[src/hdl/yuvr_pkg.sv]
// shared types and constants of the planar yuv to packed rgb unit
// no dependencies
package yuvr_pkg;

  localparam int MAX_PIXELS_DEF = 1048576;
  localparam int MAX_DIM_DEF    = 2048;

  localparam int SAMPLE_W   = 8;
  localparam int COMP_W     = 8;
  localparam int PIX_IDX_W  = 20;
  localparam int CFG_IDX_W  = 2;
  localparam int CFG_DATA_W = 12;
  localparam int FMT_W      = 2;

  localparam logic [CFG_IDX_W-1:0] CFG_CHROMA_FORMAT = 2'd0;
  localparam logic [CFG_IDX_W-1:0] CFG_FRAME_ROWS    = 2'd1;
  localparam logic [CFG_IDX_W-1:0] CFG_FRAME_COLS    = 2'd2;

  localparam logic [FMT_W-1:0] FMT_444     = 2'd0;
  localparam logic [FMT_W-1:0] FMT_422     = 2'd1;
  localparam logic [FMT_W-1:0] FMT_420     = 2'd2;
  localparam logic [FMT_W-1:0] FMT_420_ALT = 2'd3;

  localparam logic [FMT_W-1:0]      RST_CHROMA_FORMAT = FMT_444;
  localparam logic [CFG_DATA_W-1:0] RST_FRAME_ROWS    = 12'd720;
  localparam logic [CFG_DATA_W-1:0] RST_FRAME_COLS    = 12'd1280;

  typedef enum logic [3:0] {
    GEO_LOAD_R,
    GEO_DIV_R,
    GEO_ROWS,
    GEO_PROD,
    GEO_LEN,
    GEO_LOAD_K,
    GEO_DIV_K,
    GEO_BASE,
    GEO_READY
  } geo_state_t;

  typedef struct packed {
    logic [PIX_IDX_W-1:0] pixel_index;
    logic [SAMPLE_W-1:0]  vbyte;
    logic                 last;
  } pix_tag_t;

endpackage

[src/hdl/yuvr_if.sv]


interface yuvr_out_if import yuvr_pkg::*; ();
  logic                 valid;
  logic                 ready;
  logic [PIX_IDX_W-1:0] pixel_index;
  logic [COMP_W-1:0]    red;
  logic [COMP_W-1:0]    green;
  logic [COMP_W-1:0]    blue;
  logic                 last;
  modport source (output valid, output pixel_index, output red, output green,
                  output blue, output last, input ready);
  modport sink (input valid, input pixel_index, input red, input green,
                input blue, input last, output ready);
endinterface


[src/hdl/yuvr_conv.sv]
// color conversion pipeline: products, then sum, shift and clamp into
// the output register; depends on yuvr_pkg and yuvr_if
module yuvr_conv import yuvr_pkg::*; (
  input  logic                clk,
  input  logic                rst_n,
  input  logic                in_valid,
  input  pix_tag_t            in_tag,
  input  logic [SAMPLE_W-1:0] luma,
  input  logic [SAMPLE_W-1:0] chroma_u,
  output logic                adv,
  yuvr_out_if.source          out_chan
);
  localparam int PRD_W = 21;
  localparam int SUM_W = 22;
  localparam int Q_SHIFT = 10;
  localparam logic signed [PRD_W-1:0] C_Y  = 21'sd1192;
  localparam logic signed [PRD_W-1:0] C_BU = 21'sd2066;
  localparam logic signed [PRD_W-1:0] C_GU = 21'sd833;
  localparam logic signed [PRD_W-1:0] C_GV = 21'sd400;
  localparam logic signed [PRD_W-1:0] C_RV = 21'sd1634;
  localparam logic signed [PRD_W-1:0] LUMA_OFS   = 21'sd16;
  localparam logic signed [PRD_W-1:0] CHROMA_OFS = 21'sd128;

  logic                    m_valid_r;
  pix_tag_t                m_tag_r;
  logic signed [PRD_W-1:0] ly_r, rv_r, gu_r, gv_r, bu_r;
  logic signed [PRD_W-1:0] yd, ud, vd;
  logic signed [SUM_W-1:0] sum_r, sum_g, sum_b;

  logic                    out_valid_r;
  logic [PIX_IDX_W-1:0]    out_index_r;
  logic                    out_last_r;
  logic [COMP_W-1:0]       out_red_r, out_green_r, out_blue_r;

  function automatic logic [COMP_W-1:0] clamp_q10(input logic signed [SUM_W-1:0] s);
    if (s[SUM_W-1]) return '0;
    if (|s[SUM_W-2:Q_SHIFT+COMP_W]) return '1;
    return s[Q_SHIFT+COMP_W-1:Q_SHIFT];
  endfunction

  assign adv = !out_valid_r || out_chan.ready;

  always_comb begin
    yd = $signed(PRD_W'(luma)) - LUMA_OFS;
    ud = $signed(PRD_W'(chroma_u)) - CHROMA_OFS;
    vd = $signed(PRD_W'(in_tag.vbyte)) - CHROMA_OFS;
    sum_r = SUM_W'(ly_r) + SUM_W'(rv_r);
    sum_g = SUM_W'(ly_r) - SUM_W'(gu_r) - SUM_W'(gv_r);
    sum_b = SUM_W'(ly_r) + SUM_W'(bu_r);
  end

  always_ff @(posedge clk) begin
    if (!rst_n) begin
      m_valid_r   <= 1'b0;
      out_valid_r <= 1'b0;
    end else if (adv) begin
      m_valid_r   <= in_valid;
      out_valid_r <= m_valid_r;
    end
  end

  always_ff @(posedge clk) begin
    if (adv) begin
      m_tag_r     <= in_tag;
      ly_r        <= yd * C_Y;
      rv_r        <= vd * C_RV;
      gu_r        <= ud * C_GU;
      gv_r        <= vd * C_GV;
      bu_r        <= ud * C_BU;
      out_index_r <= m_tag_r.pixel_index;
      out_last_r  <= m_tag_r.last;
      out_red_r   <= clamp_q10(sum_r);
      out_green_r <= clamp_q10(sum_g);
      out_blue_r  <= clamp_q10(sum_b);
    end
  end

  assign out_chan.valid       = out_valid_r;
  assign out_chan.pixel_index = out_index_r;
  assign out_chan.last        = out_last_r;
  assign out_chan.red         = out_red_r;
  assign out_chan.green       = out_green_r;
  assign out_chan.blue        = out_blue_r;
endmodule

[src/flat_wrapper.sv]
// flat-port wrapper written by rule: the top's interface ports become plain ports
module yuvr_conv_flat import yuvr_pkg::*;
  (clk, rst_n, in_valid, in_tag, luma, chroma_u, adv, out_chan_valid, out_chan_pixel_index, out_chan_red, out_chan_green, out_chan_blue, out_chan_last, out_chan_ready);
  yuvr_out_if out_chan_i ();
  input  logic clk;
  input  logic rst_n;
  input  logic in_valid;
  input  pix_tag_t in_tag;
  input  logic [SAMPLE_W-1:0] luma;
  input  logic [SAMPLE_W-1:0] chroma_u;
  output logic adv;
  output wire logic [$bits(out_chan_i.valid)-1:0] out_chan_valid;
  output wire logic [$bits(out_chan_i.pixel_index)-1:0] out_chan_pixel_index;
  output wire logic [$bits(out_chan_i.red)-1:0] out_chan_red;
  output wire logic [$bits(out_chan_i.green)-1:0] out_chan_green;
  output wire logic [$bits(out_chan_i.blue)-1:0] out_chan_blue;
  output wire logic [$bits(out_chan_i.last)-1:0] out_chan_last;
  input wire logic [$bits(out_chan_i.ready)-1:0] out_chan_ready;
  assign out_chan_valid = out_chan_i.valid;
  assign out_chan_pixel_index = out_chan_i.pixel_index;
  assign out_chan_red = out_chan_i.red;
  assign out_chan_green = out_chan_i.green;
  assign out_chan_blue = out_chan_i.blue;
  assign out_chan_last = out_chan_i.last;
  assign out_chan_i.ready = out_chan_ready;
  yuvr_conv u_core (.clk(clk), .rst_n(rst_n), .in_valid(in_valid), .in_tag(in_tag), .luma(luma), .chroma_u(chroma_u), .adv(adv), .out_chan(out_chan_i));
endmodule
[config.mk]
export PLATFORM = sky130hd
export DESIGN_NAME = yuvr_conv_flat
export DESIGN_NICKNAME = d
export VERILOG_FILES = /design/src/hdl/yuvr_pkg.sv /design/src/hdl/yuvr_if.sv /design/src/hdl/yuvr_conv.sv /design/src/flat_wrapper.sv
export SDC_FILE = /design/constraint.sdc
export NUM_CORES = 1
export LEC_CHECK = 0
export BUFFER_PORTS_ARGS = -buffer_cell sky130_fd_sc_hd__buf_4
export CORE_MARGIN = 4
export CORE_UTILIZATION = 26
export CTS_CLUSTER_SIZE = 30
export DETAILED_ROUTE_END_ITERATION = 8
export GPL_TIMING_DRIVEN = 0
export PLACE_DENSITY = 0.43
export SLEW_MARGIN = 20
export SYNTH_ARGS = -nofsm -noshare
export SYNTH_HDL_FRONTEND = slang
export SYNTH_SLANG_ARGS = --single-unit
[constraint.sdc]
create_clock -name clk -period 10.95 [get_ports clk]
set_clock_uncertainty 0.2 [all_clocks]
set_input_delay 2.19 -clock clk [delete_from_list [all_inputs] [get_ports clk]]
set_output_delay 2.19 -clock clk [all_outputs]
set_load 0.05 [all_outputs]
# [Yosys cells after proc, flatten, opt, wreduce, memory -nomap -nowiden]
# Index checks and enable logic that the tools add are counted.
[totals] ff_bits=164 inputBits=49 out_inout_bits=47 wordCells=58
[classes] n_addsub=7 multipliers=5 mux=27 n_reduce_logical=5
[ops] operator="two-way mux 8 bit" count=12
[ops] operator="adder 21 x 21 -> 22 bit" count=2
[ops] operator="subtractor 21 x 21 -> 22 bit" count=1
[ops] operator="subtractor 22 x 21 -> 22 bit" count=1
[ops] operator="multiplier 21 x 11 -> 20 bit, second input constant" count=1
[ops] operator="multiplier 21 x 11 -> 21 bit, second input constant" count=1
[ops] operator="multiplier 21 x 12 -> 20 bit, second input constant" count=1
[ops] operator="multiplier 21 x 6 -> 17 bit, second input constant" count=1
[ops] operator="multiplier 21 x 9 -> 18 bit, second input constant" count=1
[ops] operator="subtractor 8 x 8 -> 9 bit, second input constant" count=2
[ops] operator="two-way mux 1 bit" count=15
[ops] operator="OR reduction 3 bit" count=3
[ops] operator="subtractor 8 x 5 -> 9 bit, second input constant" count=1
[ops] operator="logical NOT 1 bit" count=1
[ops] operator="logical OR 1 bit" count=1

# [Depth between registers and ports, before layout]
[depth] ltp_word=8 ltp_mapped=21 mapped_depth_nobuf=21

# [Worst setup path after synthesis]
# OpenSTA, ideal clock, no wires.
[synth_timing] kind="in2out" start="input port out_chan_ready" end="output port adv" arrival_ns=6.339 t_required_ns=8.560 slack_ns=2.221 path_stages=1 path_buffers=0 path_cell_list="nand2b_1"
[synth_via] elab_chain_cells=1
[synth_lines] element="start: declaration" line_no="flat_wrapper.sv:18" rtl="input wire logic [$bits(out_chan_i.ready)-1:0] out_chan_ready;"
[synth_lines] element="logical OR 1 bit" line_no="yuvr_conv.sv:41" rtl="assign adv = !out_valid_r || out_chan.ready;"
[synth_lines] element="end: declaration" line_no="flat_wrapper.sv:11" rtl="output logic adv;"
# Every way passes these cells.

# [Final worst setup path]
[layout_timing] start="input port in_tag[8] in the netlist's numbering" end="register u_core.rv_r[19], data pin"
[layout_via] elab_chain_cells=2
[layout_lines] element="start: declaration" line_no="flat_wrapper.sv:8" rtl="input pix_tag_t in_tag;"
[layout_lines] element="subtractor 8 x 8 -> 9 bit" line_no="yuvr_conv.sv:46" rtl="vd = $signed(PRD_W'(in_tag.vbyte)) - CHROMA_OFS;"
[layout_lines] element="multiplier 21 x 11 -> 20 bit" line_no="yuvr_conv.sv:66" rtl="rv_r <= vd * C_RV;"
[layout_lines] element="end signal: assignment" line_no="yuvr_conv.sv:66"
[layout_lines] element="end: declaration" line_no="yuvr_conv.sv:26" rtl="logic signed [PRD_W-1:0] ly_r, rv_r, gu_r, gv_r, bu_r;"
# Every way passes these cells.
# A chain may end at the register's enable or synchronous reset.

==> impl_metrics.ini <==
[clock_network]
clkSlewWorstSetupHoldPaths_ns = 0.07
ctsResizeCount = 0
root_buffer = clkbuf_16
cts_buffers = 17
clock_sinks = 158
clockBufferDepth = 2
cts_setup_buffers = 0
ctsHoldBuffers = 0
cts_tree = yes
htree_levels = 4
insertion_delay_ns = 0.44

[synthesis]
synth_fp_nets = 1429
synth.avg_cell_area_um2 = 11.81
synth.cell_area_um2 = 12550
yosys-top-cells-area = edfxtp_1 37%, ha_1 26%, fa_1 9.6%
synth-edff-count = 156
synth_compound_area_share_pct = 10.11
synth_top_area_share_pct = 37.33
synth_top_family_by_area = adder cells
post_synth_mux_area_share_pct = 0.5284
yosysWarnings = 0
yosys.area_share.simple_pct = 5.683
syn_inst = 1063
synth.distinct_cells = 65
synth_area_leader_cell = edfxtp_1
ys_seq_area_share_pct = 37.65
synth-seq-cells = 158
synth_ff_type = edfxtp_1
synth_fa_ha_area_share_pct = 35.19
ys_async_sr_fraction_pct = 0
synthXorXnorAreaFrac_pct = 5.503

[drt]
wl_mm = 26.69
drt-initial-drc-count = 364
ant_nets = 0
wire_per_inst_um = 14.77
dr.pass1.iters = 4
drc = 0
via_per_inst = 4.327
vias = 7818

[grt]
grt_pass1_vias = 7863
grt_usage_pct = 10.61
grt_max_degree = 53
grt-ovfl-total = 0
grt_pass1_wl_mm = 43.19
antenna_found_initial = 2

[die]
initial_utilization_pct = 26.28
rows = 80
core-area_um2 = 47750
dieArea_um2 = 51850
io_pins = 96
die_w_um = 227.7
fp.dieH_um = 227.7

[placement]
hpwl_mm = 21.93
place_congestion = 0.7775
place.port_buffers = 95
dpl_cell_area_um2 = 14120
placedCellCount = 1776
place_ws_ns = 3.601

[setup_path]
worstSetupPathType = input pin to flop
required_ns = 10.94
r2r_setup_slack_ns = 6.70
crit_arrival_ns = 6.89
r2r-start = u_core.ly_r[12]
timing.critical_path.from_type = input pin
timing.rr.end = u_core.out_chan.green[3]
crit_fanout = 10
reg2reg_depth = 11
critPathCaptureType = flop

[layout]
final_cell_mix = 257 x ha_1, 174 x inv_1, 156 x edfxtp_1, 95 x buf_4, 60 x fa_1
drive_above_1_share_pct = 12.93
fin_area_um2 = 14690
nets = 1546
num-fill-cells = 4856
final_common_cell = ha_1
syn_to_final_growth_pct = 17.08
fin_cells = 1807

[timing]
worstMarginPinSlew_ns = 0.6526
hold_violations = 0
setup_slack_ns = 4.054
fin_crit_sh_pct = 62.98
clock.fmax_mhz = 145.0
slew_violations = 0
hold_slack_ns = 0.2175
finalSetupViolations = 0
period_minus_slack_ns = 6.896
rsz0062_at_grt = false
relSlewSlack_pct = 56.45

[job]
drv_cap = 0

[min_path]
hold_end = u_core.out_chan.pixel_index[1]
worst_hold_path.num_cells = 0
min_from = u_core.m_tag_r[10]
hp-class = flop to flop

[status]
outcome = finished clean

[pwr]
power_density_nw_per_um2 = 263.6
static-leakage-power_nw = 6.912
vdd_drop_max_v = 0.0001576
## worst max path at each step
stage | slack [ns] | depth (start not counted) | start | end
4_1_cts | 4.07 | 21 | in_tag[8] | u_core.rv_r[19]
3_3_place_gp | -0.28 | 3 | out_chan_ready | adv
6_report | 4.05 | 21 | in_tag[8] | u_core.rv_r[19]
5_1_grt | 3.62 | 21 | in_tag[8] | u_core.rv_r[19]
3_5_place_dp | 3.60 | 20 | luma[4] | u_core.ly_r[20]
2_1_floorplan | 2.22 | 1 | out_chan_ready | adv
## critical path: stages
cell and delay, ns:
buf_4 0.15, clkbuf_1 0.21, inv_1 0.38, ha_1 0.23, inv_1 0.05, fa_1 0.48
inv_1 0.06, fa_1 0.54, inv_1 0.05, fa_1 0.56, inv_1 0.06, ha_1 0.28
a21o_1 0.16, a21oi_1 0.21, o21ai_0 0.11, a21oi_1 0.23, o21bai_1 0.13, and4_1 0.21
a311oi_1 0.29, a21oi_1 0.14, xor2_1 0.16
## logic make-up (layout without fill, tap and decap cells)
group           after synthesis  count (layout)
fa+ha+maj                   317             317
compound gates              181             181
buf+inv                     178             306
flops                       158             158
simple gates                145             145
xor+xnor                     78              78
mux                           6               6
other cells                   0               1
## routing by layer
layer	up-vias	GRT usage, %	routed length (um)
li1	3987	-	-
met1	3715	14.43	13230
met5	-	0	12
met4	2	3.675	552
met2	93	16.88	12140
met3	21	2.171	757
## state kept, by name, summed over array words and instances, names as in the netlist
register                     cells
u_core.rv_r                     20
u_core.out_chan.last             1
u_core.out_chan.valid            1
u_core.m_valid_r                 1
u_core.m_tag_r                  21
u_core.gu_r                     21
u_core.bu_r                     17
u_core.out_chan.green            8
u_core.out_chan.pixel_index     20
u_core.out_chan.red              8
u_core.out_chan.blue             8
u_core.gv_r                     14
u_core.ly_r                     18
## cell usage after synthesis (3+ instances only)
| cell | count |
|---|---|
| a21boi_0 | 3 |
| a21oi_2 | 8 |
| a21oi_1 | 48 |
| nor2b_1 | 13 |
| nand3_1 | 9 |
| mux2i_1 | 3 |
| o2111ai_1 | 3 |
| o21bai_1 | 9 |
| nand4_1 | 3 |
| o31ai_1 | 3 |
| nand2b_1 | 4 |
| nor3_1 | 15 |
| o21a_1 | 26 |
| o21ai_1 | 7 |
| a21o_1 | 22 |
| inv_1 | 174 |
| a31oi_1 | 5 |
| xor2_1 | 25 |
| a211o_1 | 3 |
| and3_1 | 7 |
| or2_2 | 3 |
| xnor2_1 | 52 |
| ha_1 | 257 |
| fa_1 | 60 |
| a311oi_1 | 3 |
| nand2_1 | 30 |
| nor2_1 | 42 |
| o21ai_0 | 16 |
| edfxtp_1 | 156 |
| and2_1 | 7 |
## report_power, final
group	switching (mW)	internal, mW
clock	0.254	0.335
sequential	0.105	0.905
combinational	1.35	0.930
total	1.70	2.17
## metrics by stage
step / util, % / power (mW) / TNS [ns]
floorplan: - / 2.700 / 0
global placement: 29.39 / 3.304 / -0.2812
detailed placement: 29.58 / 3.307 / 0
CTS: 30.77 / 3.931 / 0
global route: 30.77 / 4.220 / 0
finish: 30.77 / 3.874 / 0
## final cells by class
| type | count | area [um2] | area share, % |
|---|---|---|---|
| diodes | 1 | 2.502 | 0.01703 |
| plain buffers | 3 | 12.51 | 0.08516 |
| clock buffers | 18 | 429.2 | 2.921 |
| clock inverters | 12 | 138.9 | 0.9452 |
| inverters | 175 | 656.9 | 4.471 |
| multi-input cells | 727 | 7163 | 48.75 |
| flip-flops and latches | 158 | 4725 | 32.16 |
| well taps | 615 | 769.5 | 5.237 |
| repair buffers | 98 | 795.8 | 5.416 |
Note: power is estimated with default switching activity, not from simulation.
