==> src/hdl/yuvr_pkg.sv <==
// shared types and constants of the planar yuv to packed rgb unit
// no dependencies
package yuvr_pkg;

  localparam int MAX_PIXELS_DEF = 1048576;
  localparam int MAX_DIM_DEF    = 2048;

  localparam int SAMPLE_W   = 8;
  localparam int COMP_W     = 8;
  localparam int PIX_IDX_W  = 20;
  localparam int CFG_IDX_W  = 2;
  localparam int CFG_DATA_W = 12;
  localparam int FMT_W      = 2;

  localparam logic [CFG_IDX_W-1:0] CFG_CHROMA_FORMAT = 2'd0;
  localparam logic [CFG_IDX_W-1:0] CFG_FRAME_ROWS    = 2'd1;
  localparam logic [CFG_IDX_W-1:0] CFG_FRAME_COLS    = 2'd2;

  localparam logic [FMT_W-1:0] FMT_444     = 2'd0;
  localparam logic [FMT_W-1:0] FMT_422     = 2'd1;
  localparam logic [FMT_W-1:0] FMT_420     = 2'd2;
  localparam logic [FMT_W-1:0] FMT_420_ALT = 2'd3;

  localparam logic [FMT_W-1:0]      RST_CHROMA_FORMAT = FMT_444;
  localparam logic [CFG_DATA_W-1:0] RST_FRAME_ROWS    = 12'd720;
  localparam logic [CFG_DATA_W-1:0] RST_FRAME_COLS    = 12'd1280;

  typedef enum logic [3:0] {
    GEO_LOAD_R,
    GEO_DIV_R,
    GEO_ROWS,
    GEO_PROD,
    GEO_LEN,
    GEO_LOAD_K,
    GEO_DIV_K,
    GEO_BASE,
    GEO_READY
  } geo_state_t;

  typedef struct packed {
    logic [PIX_IDX_W-1:0] pixel_index;
    logic [SAMPLE_W-1:0]  vbyte;
    logic                 last;
  } pix_tag_t;

endpackage

==> src/hdl/yuvr_geom.sv <==
// configuration registers and frame geometry sequencer with a shared
// restoring divider; depends on yuvr_pkg
module yuvr_geom import yuvr_pkg::*; #(
  parameter int MAX_PIXELS = MAX_PIXELS_DEF,
  parameter int MAX_DIM    = MAX_DIM_DEF
) (
  input  logic                                clk,
  input  logic                                rst_n,
  input  logic                                cfg_we,
  input  logic [CFG_IDX_W-1:0]                cfg_index,
  input  logic [CFG_DATA_W-1:0]               cfg_data,
  input  logic [$clog2(3*MAX_PIXELS+1)-1:0]   pos,
  output logic                                geo_ready,
  output logic [FMT_W-1:0]                    fmt,
  output logic [$clog2(MAX_DIM+1)-1:0]        cols,
  output logic [$clog2(MAX_PIXELS+1)-1:0]     plane_p,
  output logic [$clog2(3*MAX_PIXELS+1)-1:0]   plane_pc,
  output logic [$clog2(3*MAX_PIXELS+1)-1:0]   frame_len,
  output logic                                sync_load,
  output logic [$clog2(MAX_PIXELS)-1:0]       sync_base,
  output logic [$clog2(MAX_DIM+1)-1:0]        sync_ci
);
  localparam int ADDR_W = $clog2(MAX_PIXELS);
  localparam int PIX_W  = $clog2(MAX_PIXELS + 1);
  localparam int DIM_W  = $clog2(MAX_DIM + 1);
  localparam int POS_W  = $clog2(3 * MAX_PIXELS + 1);
  localparam int CNT_W  = $clog2(PIX_W + 1);
  localparam int PROD_W = (2 * DIM_W > PIX_W) ? 2 * DIM_W : PIX_W;
  localparam int MAXC   = (MAX_PIXELS / 4) * 2;

  logic [FMT_W-1:0]      chroma_format_r;
  logic [CFG_DATA_W-1:0] frame_rows_r;
  logic [CFG_DATA_W-1:0] frame_cols_r;

  geo_state_t state_r, state_nxt;

  logic [FMT_W-1:0] fmt_r;
  logic [DIM_W-1:0] cols_r, rows_e_r, rows_r;
  logic [PIX_W-1:0] p_r;
  logic [POS_W-1:0] pc_r, len_r;

  logic [PIX_W-1:0] div_num_r, div_quo_r;
  logic [DIM_W-1:0] div_den_r, div_rem_r;
  logic [CNT_W-1:0] div_cnt_r;

  logic [DIM_W-1:0]  cols_e, rows_e, cols_l, rows_l;
  logic [FMT_W-1:0]  fmt_e;
  logic [PIX_W-1:0]  maxr;
  logic [DIM_W:0]    rem_sh;
  logic              rem_ge;
  logic [DIM_W-1:0]  rem_step;
  logic [PROD_W-1:0] prod, bprod;
  logic [PIX_W-1:0]  chroma_sz;
  logic              pos_in_v;
  logic [PIX_W-1:0]  k_num;

  function automatic logic [DIM_W-1:0] even_dim(input logic [CFG_DATA_W-1:0] d);
    logic [DIM_W-1:0] s;
    if (32'(d) > MAX_DIM) s = DIM_W'(MAX_DIM);
    else s = DIM_W'(d);
    s[0] = 1'b0;
    if (32'(s) < 2) s = DIM_W'(2);
    return s;
  endfunction

  always_comb begin
    cols_e = even_dim(frame_cols_r);
    rows_e = even_dim(frame_rows_r);
    cols_l = (32'(cols_e) > MAXC) ? DIM_W'(MAXC) : cols_e;
    fmt_e  = (chroma_format_r == FMT_420_ALT) ? FMT_420 : chroma_format_r;
    maxr   = {div_quo_r[PIX_W-1:1], 1'b0};
    rows_l = (32'(maxr) < 32'(rows_e_r)) ? DIM_W'(maxr) : rows_e_r;
    rem_sh = {div_rem_r, div_num_r[PIX_W-1]};
    rem_ge = rem_sh >= {1'b0, div_den_r};
    rem_step = rem_ge ? DIM_W'(rem_sh - {1'b0, div_den_r}) : DIM_W'(rem_sh);
    prod   = PROD_W'(rows_r) * PROD_W'(cols_r);
    bprod  = PROD_W'(DIM_W'(div_quo_r)) * PROD_W'(cols_r);
    case (fmt_r)
      FMT_444: chroma_sz = p_r;
      FMT_422: chroma_sz = p_r >> 1;
      default: chroma_sz = p_r >> 2;
    endcase
    pos_in_v = (pos >= pc_r) && (pos < len_r) && (fmt_r == FMT_420);
    k_num    = pos_in_v ? PIX_W'(pos - pc_r) : '0;
  end

  always_ff @(posedge clk) begin
    if (!rst_n) begin
      chroma_format_r <= RST_CHROMA_FORMAT;
      frame_rows_r    <= RST_FRAME_ROWS;
      frame_cols_r    <= RST_FRAME_COLS;
    end else if (cfg_we) begin
      case (cfg_index)
        CFG_CHROMA_FORMAT: chroma_format_r <= cfg_data[FMT_W-1:0];
        CFG_FRAME_ROWS:    frame_rows_r <= cfg_data;
        CFG_FRAME_COLS:    frame_cols_r <= cfg_data;
        default: ;
      endcase
    end
  end

  always_ff @(posedge clk) begin
    if (!rst_n) begin
      state_r <= GEO_LOAD_R;
    end else begin
      state_r <= state_nxt;
    end
  end

  always_comb begin
    state_nxt = state_r;
    case (state_r)
      GEO_LOAD_R: state_nxt = GEO_DIV_R;
      GEO_DIV_R:  if (div_cnt_r == CNT_W'(1)) state_nxt = GEO_ROWS;
      GEO_ROWS:   state_nxt = GEO_PROD;
      GEO_PROD:   state_nxt = GEO_LEN;
      GEO_LEN:    state_nxt = GEO_LOAD_K;
      GEO_LOAD_K: state_nxt = GEO_DIV_K;
      GEO_DIV_K:  if (div_cnt_r == CNT_W'(1)) state_nxt = GEO_BASE;
      GEO_BASE:   state_nxt = GEO_READY;
      GEO_READY:  state_nxt = GEO_READY;
      default:    state_nxt = GEO_LOAD_R;
    endcase
    if (cfg_we) state_nxt = GEO_LOAD_R;
  end

  always_ff @(posedge clk) begin
    case (state_r)
      GEO_LOAD_R: begin
        cols_r    <= cols_l;
        rows_e_r  <= rows_e;
        fmt_r     <= fmt_e;
        div_num_r <= PIX_W'(MAX_PIXELS);
        div_den_r <= cols_l;
        div_rem_r <= '0;
        div_quo_r <= '0;
        div_cnt_r <= CNT_W'(PIX_W);
      end
      GEO_DIV_R, GEO_DIV_K: begin
        div_num_r <= div_num_r << 1;
        div_rem_r <= rem_step;
        div_quo_r <= {div_quo_r[PIX_W-2:0], rem_ge};
        div_cnt_r <= div_cnt_r - CNT_W'(1);
      end
      GEO_ROWS: rows_r <= rows_l;
      GEO_PROD: p_r <= prod[PIX_W-1:0];
      GEO_LEN: begin
        pc_r  <= POS_W'(p_r) + POS_W'(chroma_sz);
        len_r <= POS_W'(p_r) + POS_W'(chroma_sz) + POS_W'(chroma_sz);
      end
      GEO_LOAD_K: begin
        div_num_r <= k_num;
        div_den_r <= cols_r >> 1;
        div_rem_r <= '0;
        div_quo_r <= '0;
        div_cnt_r <= CNT_W'(PIX_W);
      end
      default: ;
    endcase
  end

  // chroma row and column of the current v position, for 4:2:0 resync
  assign sync_load = (state_r == GEO_BASE);
  assign sync_base = ADDR_W'(bprod << 1) + ADDR_W'({div_rem_r, 1'b0});
  assign sync_ci   = div_rem_r;

  assign geo_ready = (state_r == GEO_READY);
  assign fmt       = fmt_r;
  assign cols      = cols_r;
  assign plane_p   = p_r;
  assign plane_pc  = pc_r;
  assign frame_len = len_r;
endmodule

==> config.mk <==
export PLATFORM = sky130hd
export DESIGN_NAME = yuvr_geom
export DESIGN_NICKNAME = d
export VERILOG_FILES = /design/src/hdl/yuvr_pkg.sv /design/src/hdl/yuvr_geom.sv
export SDC_FILE = /design/constraint.sdc
export NUM_CORES = 1
export LEC_CHECK = 0
export ABC_AREA = 1
export ABC_CLOCK_PERIOD_IN_PS = 6700
export BUFFER_PORTS_ARGS = -buffer_cell sky130_fd_sc_hd__buf_4
export CAP_MARGIN = 20
export CELL_PAD_IN_SITES_DETAIL_PLACEMENT = 2
export CELL_PAD_IN_SITES_GLOBAL_PLACEMENT = 2
export CORE_MARGIN = 1
export CORE_UTILIZATION = 34
export CTS_CLUSTER_DIAMETER = 80
export DETAILED_ROUTE_END_ITERATION = 6
export GPL_TIMING_DRIVEN = 0
export MAX_ROUTING_LAYER = met4
export PLACE_DENSITY_LB_ADDON = 0.05
export SLEW_MARGIN = 10
export SYNTH_ARGS = -nofsm -noshare
export SYNTH_HDL_FRONTEND = slang
export SYNTH_SLANG_ARGS = --single-unit
==> constraint.sdc <==
create_clock -name clk -period 6.7 [get_ports clk]
set_clock_uncertainty 0.1 [all_clocks]
set_input_delay 0.67 -clock clk [delete_from_list [all_inputs] [get_ports clk]]
set_output_delay 0.67 -clock clk [all_outputs]
set_load 0.03 [all_outputs]
Word-level counts from Yosys, hierarchy flattened
Index checks and enable logic that the tools add are counted.
Widths: inputs -> output; s select.
- register bits after elaboration: 204
- bits of input ports: 39
- logic and storage cells: 82
- output and inout port bits: 113
- multiplexer cells: 15
- multiply operators: 2
- equal/unequal tests: 16
- magnitude comparators: 8
- reduce and logical (&&, ||, !) cells: 16
- bitwise gates (word level): 1
- add/subtract/negate cells: 6
- operator list (kind ; count):
    $pmux 21 s2 ; 2
    $pmux 21 s3 ; 1
    $mux 12 ; 5
    $pmux 12 s2 ; 2
    $pmux 4 s8 ; 1
    $gt 12x12->1 const B ; 2
    $lt 12x2->1 const B ; 2
    $add 21x21->22 ; 1
    $add 22x21->22 ; 1
    $ge 22x22->1 ; 1
    $lt 22x22->1 ; 1
    $lt 21x12->1 ; 1
    $mul 12x12->21 ; 1
    $mux 21 ; 1
    $sub 21x21->21 ; 1
    $add 20x13->20 ; 1
    $mul 12x12->19 ; 1
    $eq 4x3->1 const B ; 4
    $ge 13x12->1 ; 1
    $sub 12x12->12 ; 1
    $pmux 5 s2 ; 1
    $eq 4x2->1 const B ; 2
    $mux 4 ; 2
    $reduce_and 2->1 ; 4
    other kinds (14) ; 24

Longest topological paths before layout
Gate-level depths: netlist of the first run.
- depth in word-level cells: 5
- gate-level depth with buffers: 33
- mapped depth without buffers: 31

Least setup slack after synthesis of the first run
No wires, ideal clock.
- path type: register -> output
- start: register cols_r[5], in the netlist cols[5]
- end: output sync_base[16]
- stages on the path, launching flop included: 29
- data required time: 5.930 ns
- setup slack: -0.108 ns
- data arrival time: 6.038 ns
- buffers on the path: 1
- path through: edfxtp_1 > clkbuf_1 > nand2_1 > fa_1 > fa_1 > fa_1 > inv_1 > fa_1 > inv_1 > fa_1 > inv_1 > ha_1 > nand2_1 > inv_1 > nand2_1 > nand2_1 > a21oi_1 > xor2_1 > inv_1 > ha_1 > nand2_1 > nor2_1 > nand3_1 > nand3_1 > nand2_1 > nand2_1 > nand3_1 > nor2_1 > xor2_1
- cells in the longest elaborated chain, start to end: 2
- RTL lines (what ; line ; text):
    start: declaration ; yuvr_geom.sv:38 ; logic [DIM_W-1:0] cols_r, rows_e_r, rows_r;
    start signal: assignment ; yuvr_geom.sv:130 ; cols_r <= cols_l;
    $mul 12x12->19 ; yuvr_geom.sv:77 ; bprod = PROD_W'(DIM_W'(div_quo_r)) * PROD_W'(cols_r);
    $add 20x13->20 ; yuvr_geom.sv:164 ; assign sync_base = ADDR_W'(bprod << 1) + ADDR_W'({div_rem_r, 1'b0});
    end: declaration ; yuvr_geom.sv:20 ; output logic [$clog2(MAX_PIXELS)-1:0] sync_base,
No other way between the ends.

Final worst setup path of the first run
- start: register cols_r[5], in the netlist cols[5]
- end: output sync_base[19]
Same word-level chain as after synthesis.

==> impl_metrics.yaml, run 1 <==
yosys:
  synth_common_cells: "nand2_1, inv_1, ha_1, nor2_1, edfxtp_1"
  synth_top_cell_by_area: "edfxtp_1"
  ys_seq_area_frac: 0.2658
  dominantRegCellSynth: "edfxtp_1"
  yosysTopAreaCellShare: 0.2374
  ys_async_sr_fraction: 0
  synthCells: 2731
  synth_edf_count: 167
  avgSynthCellArea_um2: 7.735
  syn_area_um2: 21130
  synth_area_leaders: "edfxtp_1, fa_1, ha_1, nand2_1, inv_1"
  ys.warnings.count: 0
  synthDistinctLibCells: 52
  ys_seq_elements: 197
  yosysMostFrequentCell: "nand2_1"
route:
  totalWireLength_um: 78730
  viasPerCell: 4.950
  vias: 19000
  drc_errors: 0
  dr.pass1.iters: 5
  routedWlPerCell_um: 20.51
  drtIter0Drc: 782
  ant_nets: 0
floorplan:
  rows: 91
  die_h_um: 251.3
  initial_core_util: 0.3430
  die_w_um: 251.3
  num_io_pins: 152
  core_area_um2: 61600
  dieArea_um2: 63130
placement:
  finalWeightedCongestion: 0.9058
  place.detailed.instances: 3721
  pre_cts_ws_ns: -1.439
  dp_hpwl_um: 62630
  io_buffers: 145
cts:
  clock_latency_ns: 0.49
  cts_root_buf: "clkbuf_16"
  cts-htree-levels: 4
  tritoncts: "yes"
  clock_sinks: 197
  numCtsBuffers: 17
  clk_path_buf_depth: 2
  path_clk_slew_ns: 0.08
flow_run:
  cap_violations: 0
final_layout:
  drive_above_1_share: 0.1471
  nets: 3402
  synthToLayoutAreaGrowth_pct: 20.69
  instances_no_fill: 3838
sta:
  fin_hold_ws_ns: 0.3145
  slew_headroom: 0.3550
  finalMaxSlewViolations: 0
  fmax_mhz: 142.6
  tightestPinTransition_ns: 0.9652
  setup_violations: 8
  finalCriticalPeriod_ns: 7.013
  setup_ws_ns: -0.3135
  rsz0062_at_grt: "true"
  post-route-period-util: 1.047
  hold_violations: 0
global_routing:
  antenna_found_initial: 3
  grt-ovfl-total: 0
  grt_max_degree: 34
  grt_pass1_wl_um: 121700
  grt_pass1_vias: 20990
  grt_usage: 0.2622
status:
  violations: "setup timing"
  status: "complete, but fails checks"
setup_path:
  critPathRequiredTime_ns: 5.93
  cp.arrival_ns: 6.24
  slowest_delay_ns: 0.57
  crit_path_start_kind: "flip-flop"
  crit_top_cell: "inv_1"
  criticalPathCategory: "reg2out"
  r2r_cells: 18
  r2r_end: "plane_p[20]"
  crit_fanout: 4
  r2r-start: "rows_r[8]"
  slowest_stage: "fa_1"
  r2r_slack_ns: 1.24
  critPathCaptureType: "primary output"
power:
  total_leakage_power_nw: 13.49
  p_total_w: 0.007679
  powerDensity_nw_per_um2: 301.2
  ir_drop_uv: 242.9
min_path:
  hp-start: "cfg_data[10]"
  worstHoldEndpoint: "frame_cols_r[10]"
  hold_class: "in2reg"
  hold_path_depth: 3
## logic make-up after synthesis
logic type                 synth area share
and+or+nand+nor                      0.2024
buffers and inverters                0.1292
adders and majority gates            0.2831
AOI/OAI and AO/OA                   0.08031
DFF                                  0.2658
xor gates and xnor gates            0.03897
other                             0.0001775
## power breakdown
group | switching (W) | internal [W]
clock | 0.000533 | 0.000587
sequential | 0.0000909 | 0.00155
combinational | 0.00308 | 0.00184
total | 0.00371 | 0.00397
## repair_timing
| action | CTS | global route |
|---|---|---|
| hold buffers | 0 | 0 |
| pin swaps | 54 | 29 |
| setup endpoints to repair | 12 | 9 |
| buffers inserted | 74 | 9 |
| gates resized for setup | 177 | 39 |
## placed cells by master, fill, tap and decap left out, types with 28 or more instances in the layout
cell / count
nand2_1: 641
a21oi_1: 143
xnor2_1: 30
clkbuf_1: 29
xor2_1: 60
nor2_1: 162
o21ai_0: 73
buf_4: 222
nand3_1: 89
inv_1: 615
ha_1: 201
nand4_1: 28
fa_1: 160
edfxtp_1: 167
dfxtp_1: 30
nand2_2: 30
## critical path: cells and delay by family (launching register included)
family	cells	cell delay, ns
AOI/OAI and AO/OA	1	0.18
xor gates and xnor gates	1	0.21
adders and majority gates	7	2.57
buffers and inverters	11	1.10
DFF	1	0.39
and+or+nand+nor	13	1.27
## sequential cells by signal, indices dropped and copies added (netlist names)
name and count:
sync_ci 12, frame_len 20, rows_r 11, fmt 2, cols 11, div_quo_r 21
div_cnt_r 5, div_num_r 21, state_r 4, chroma_format_r 2, rows_e_r 11, frame_rows_r 12
frame_cols_r 12, plane_pc 22, div_den_r 12, plane_p 19
## metrics by stage
stage / cell area (um^2) / setup TNS (ns) / utilization
6_report: 25500 / -1.537 / 0.4139
5_1_grt: 25500 / -3.742 / 0.4139
4_1_cts: 25270 / -0.5940 / 0.4103
3_5_place_dp: 23380 / -9.837 / 0.3796
3_3_place_gp: 23290 / -8.381 / 0.3780
2_1_floorplan: 21150 / 0 / -
## worst max path at each step
stage / from / to / slack, ns / depth (start not counted)
2_1_floorplan: cols[5] / sync_base[16] / 0.004 / 28
3_3_place_gp: cols[7] / sync_base[18] / -1.27 / 32
3_5_place_dp: cols[7] / sync_base[19] / -1.44 / 28
4_1_cts: cols[3] / sync_base[19] / -0.17 / 29
5_1_grt: cols[4] / sync_base[19] / -0.56 / 33
6_report: cols[5] / sync_base[19] / -0.31 / 33
## area by class of cell
cell class | count | area (um^2)
Sequential cell | 197 | 5615
Antenna cell | 4 | 10.01
Clock inverter | 12 | 163.9
Clock buffer | 20 | 457.9
Inverter | 636 | 2392
Timing Repair Buffer | 232 | 1866
Multi-Input combinational cell | 1823 | 13300
Buffer | 77 | 641.9
Fill cell | 7089 | 36100
Tap cell | 837 | 1047
## routing by layer
metal,track usage,up-vias,part of all wire
met5,-,-,0
met4,0.07613,0,0.026
met3,0.04328,99,0.039
met2,0.4260,296,0.48
met1,0.3351,9617,0.46
li1,-,8985,-
Power figures use the tool's default switching activity.
==> run 2, diff against run 1 <==
Settings changed: ABC_AREA 1 to default, CORE_UTILIZATION 34 to 36.
==> run 2 against run 1 <==
Against the previous run:
- the flow still finishes with violations (setup timing)
- synthesized cell count fell by 24%
- synthesized area fell by 5.5%
- sequential share of layout area rose by 1.2 points
- highest routed layer unchanged
==> impl_metrics.yaml, run 2 <==
setup_path:
  slowest_stage: "fa_1"
  crit_top_cell: "fa_1"
  slowest_delay_ns: 0.55
  critPathRequiredTime_ns: 5.93
  critPathCaptureType: "primary output"
  crit_fanout: 4
  cp_cell_sequence: "buf_6, and2_4, fa_1, inv_2, fa_1, inv_2, fa_1, fa_1, inv_2, fa_1, inv_2, ha_4, xnor2_4, ha_4, buf_4, nor2_2, nor3_4, and3_4, and3_4, nand3_4, xnor2_2, buf_6"
  r2r_cells: 20
  cp.arrival_ns: 6.03
  crit_path_start_kind: "flip-flop"
  criticalPathCategory: "reg2out"
final_layout:
  synthToLayoutAreaGrowth_pct: 21.09
  multi_input_area_um2: 13350
  stdcell_area_um2: 24170
  final_common_cell: "inv_1"
  layout_common_cells: "inv_1, buf_4, nand2_1, ha_1, edfxtp_1"
  regArea_um2: 5615
  fillers: 5801
  diodes: 0
  largest_reg_flops: 22
  drive_above_1_share: 0.1889
  nets: 2766
sta:
  hold_violations: 0
  finalCriticalPeriod_ns: 6.802
  tightestPinTransition_ns: 0.8193
  fin_hold_ws_ns: 0.3055
  slew_headroom: 0.4532
  finalMaxSlewViolations: 0
  post-route-period-util: 1.015
  setup_ws_ns: -0.1020
  fmax_mhz: 147.0
  rsz0062_at_grt: "true"
  setup_violations: 4
cts:
  tritoncts: "yes"
  path_clk_slew_ns: 0.09
  clock_sinks: 197
  ctsHoldBuffers: 0
  clk_path_buf_depth: 2
  numCtsBuffers: 17
  cts_root_buf: "clkbuf_16"
  cts-htree-levels: 4
  clock_latency_ns: 0.51
placement:
  finalWeightedCongestion: 0.8841
  dp_hpwl_um: 50710
  io_buffers: 146
  pre_cts_ws_ns: -1.086
  postPlaceCellArea_um2: 22120
floorplan:
  num_io_pins: 152
  die_w_um: 237.5
  initial_core_util: 0.3672
  rows: 85
  dieArea_um2: 56380
  core_area_um2: 54350
  die_h_um: 237.5
power:
  p_sw_frac: 0.4285
  p_total_w: 0.006123
  pwr-share-comb: 0.566
  p_int_w: 0.003499
  total_leakage_power_nw: 11.07
  p_seq_frac: 0.259
  powerDensity_nw_per_um2: 253.4
  p_clk_frac: 0.175
  switchingPower_w: 0.002624
  ir_drop_uv: 240.8
yosys:
  synth_top_cell_by_area: "edfxtp_1"
  ys.warnings.count: 0
  ys_seq_elements: 197
  synth_top_family_by_area: "adder cells"
  synthCells: 2089
  ys_seq_area_frac: 0.2814
  synth_area_leaders: "edfxtp_1, fa_1, ha_1, inv_1, and2_1"
  ys_async_sr_fraction: 0
  syn_area_um2: 19960
  yosysMostFrequentCell: "inv_1"
  avgSynthCellArea_um2: 9.554
  dominantRegCellSynth: "edfxtp_1"
  yosysTopAreaCellShare: 0.2513
  synth_xor_area_frac: 0.05091
  synth_mux_area_frac: 0.02338
  synth_adder_area_share: 0.2997
  yosys.area_share.simple: 0.1607
  synth_edf_count: 167
  synth_common_cells: "inv_1, nand2_1, ha_1, edfxtp_1, fa_1"
  synth_compound_area_frac: 0.1069
  synthDistinctLibCells: 78
route:
  vias: 15790
  routedWlPerCell_um: 20.96
  drc_errors: 0
  dr.pass1.iters: 4
  viasPerCell: 5.093
  ant_nets: 0
  drtIter0Drc: 341
  totalWireLength_um: 64960
status:
  status: "complete, but fails checks"
  violations: "setup timing"
min_path:
  hold_path_depth: 3
  hold_class: "in2reg"
global_routing:
  antenna_found_initial: 1
  grt-ovfl-total: 0
  grt_max_degree: 33
  grt_usage: 0.2442
  grt_pass1_vias: 18110
  grt_pass1_wl_um: 101900
flow_run:
  cap_violations: 0
-- run 2: repair_timing --
item                                    in CTS  in global routing
buffers inserted                            55                 25
gates resized for setup                    152                 56
pin swaps                                   61                 50
endpoints found under the setup margin      14                 10
-- run 2: critical path: cells and delay by family (launching register included) --
| kind | cells | cell delay [ns] |
|---|---|---|
| XOR/XNOR | 2 | 0.34 |
| adder cells (fa/ha/maj) | 7 | 3.09 |
| buffers and inverters | 7 | 0.64 |
| AND/OR/NAND/NOR | 6 | 0.90 |
| flip-flops | 1 | 0.54 |
-- run 2: final timing paths --
path / start / end / slack (ns)
worst max-delay path: cols[6] / sync_base[19] / -0.10
worst max register to register: fmt[1] / frame_len[20] / 0.66
worst min-delay path: cfg_data[8] / frame_cols_r[8] / 0.31
worst min register to register: frame_rows_r[2] / frame_rows_r[2] / 0.40
-- run 2: layer usage --
| layer | track usage | wire length, um | vias to the layer above |
|---|---|---|---|
| met2 | 0.4537 | 35520 | 185 |
| met4 | 0.1019 | 2182 | 0 |
| met1 | 0.2623 | 25880 | 8076 |
| met3 | 0.02683 | 1377 | 88 |
| li1 | - | - | 7439 |
| met5 | - | 0 | - |
-- run 2: power by group through the flow --
stage | combinational, W | sequential (W) | clock, W
after floorplan | 0.00219 | 0.00162 | 0
after global placement | 0.00294 | 0.00163 | 0
after detailed placement | 0.00306 | 0.00163 | 0
after CTS | 0.00337 | 0.00159 | 0.00110
after global routing | 0.00386 | 0.00159 | 0.00114
final | 0.00347 | 0.00158 | 0.00107
-- run 2: kinds of logic (layout without fill, tap and decap cells) --
group,Yosys count,in the layout
buffers and inverters,396,664
AOI/OAI and AO/OA,313,313
and+or+nand+nor,643,643
xor gates and xnor gates,116,116
DFF,197,197
muxes,44,44
other,1,5
adders and majority gates,379,379
-- run 2: stage by stage --
step | utilization | std cells | setup TNS [ns]
4_1_cts | 0.4373 | 3075 | -0.5216
2_1_floorplan | - | 2093 | 0
3_5_place_dp | 0.4070 | 2988 | -5.889
6_report | 0.4447 | 3100 | -0.2959
5_1_grt | 0.4447 | 3100 | -1.502
3_3_place_gp | 0.4048 | 2978 | -67.12
-- run 2: final cells by class --
class | count | area share
Timing Repair Buffer | 237 | 0.07637
Tap cell | 739 | 0.03826
Buffer | 84 | 0.02723
Sequential cell | 197 | 0.2324
Inverter | 311 | 0.04830
Clock inverter | 15 | 0.007300
Clock buffer | 17 | 0.01760
Multi-Input combinational cell | 1500 | 0.5526
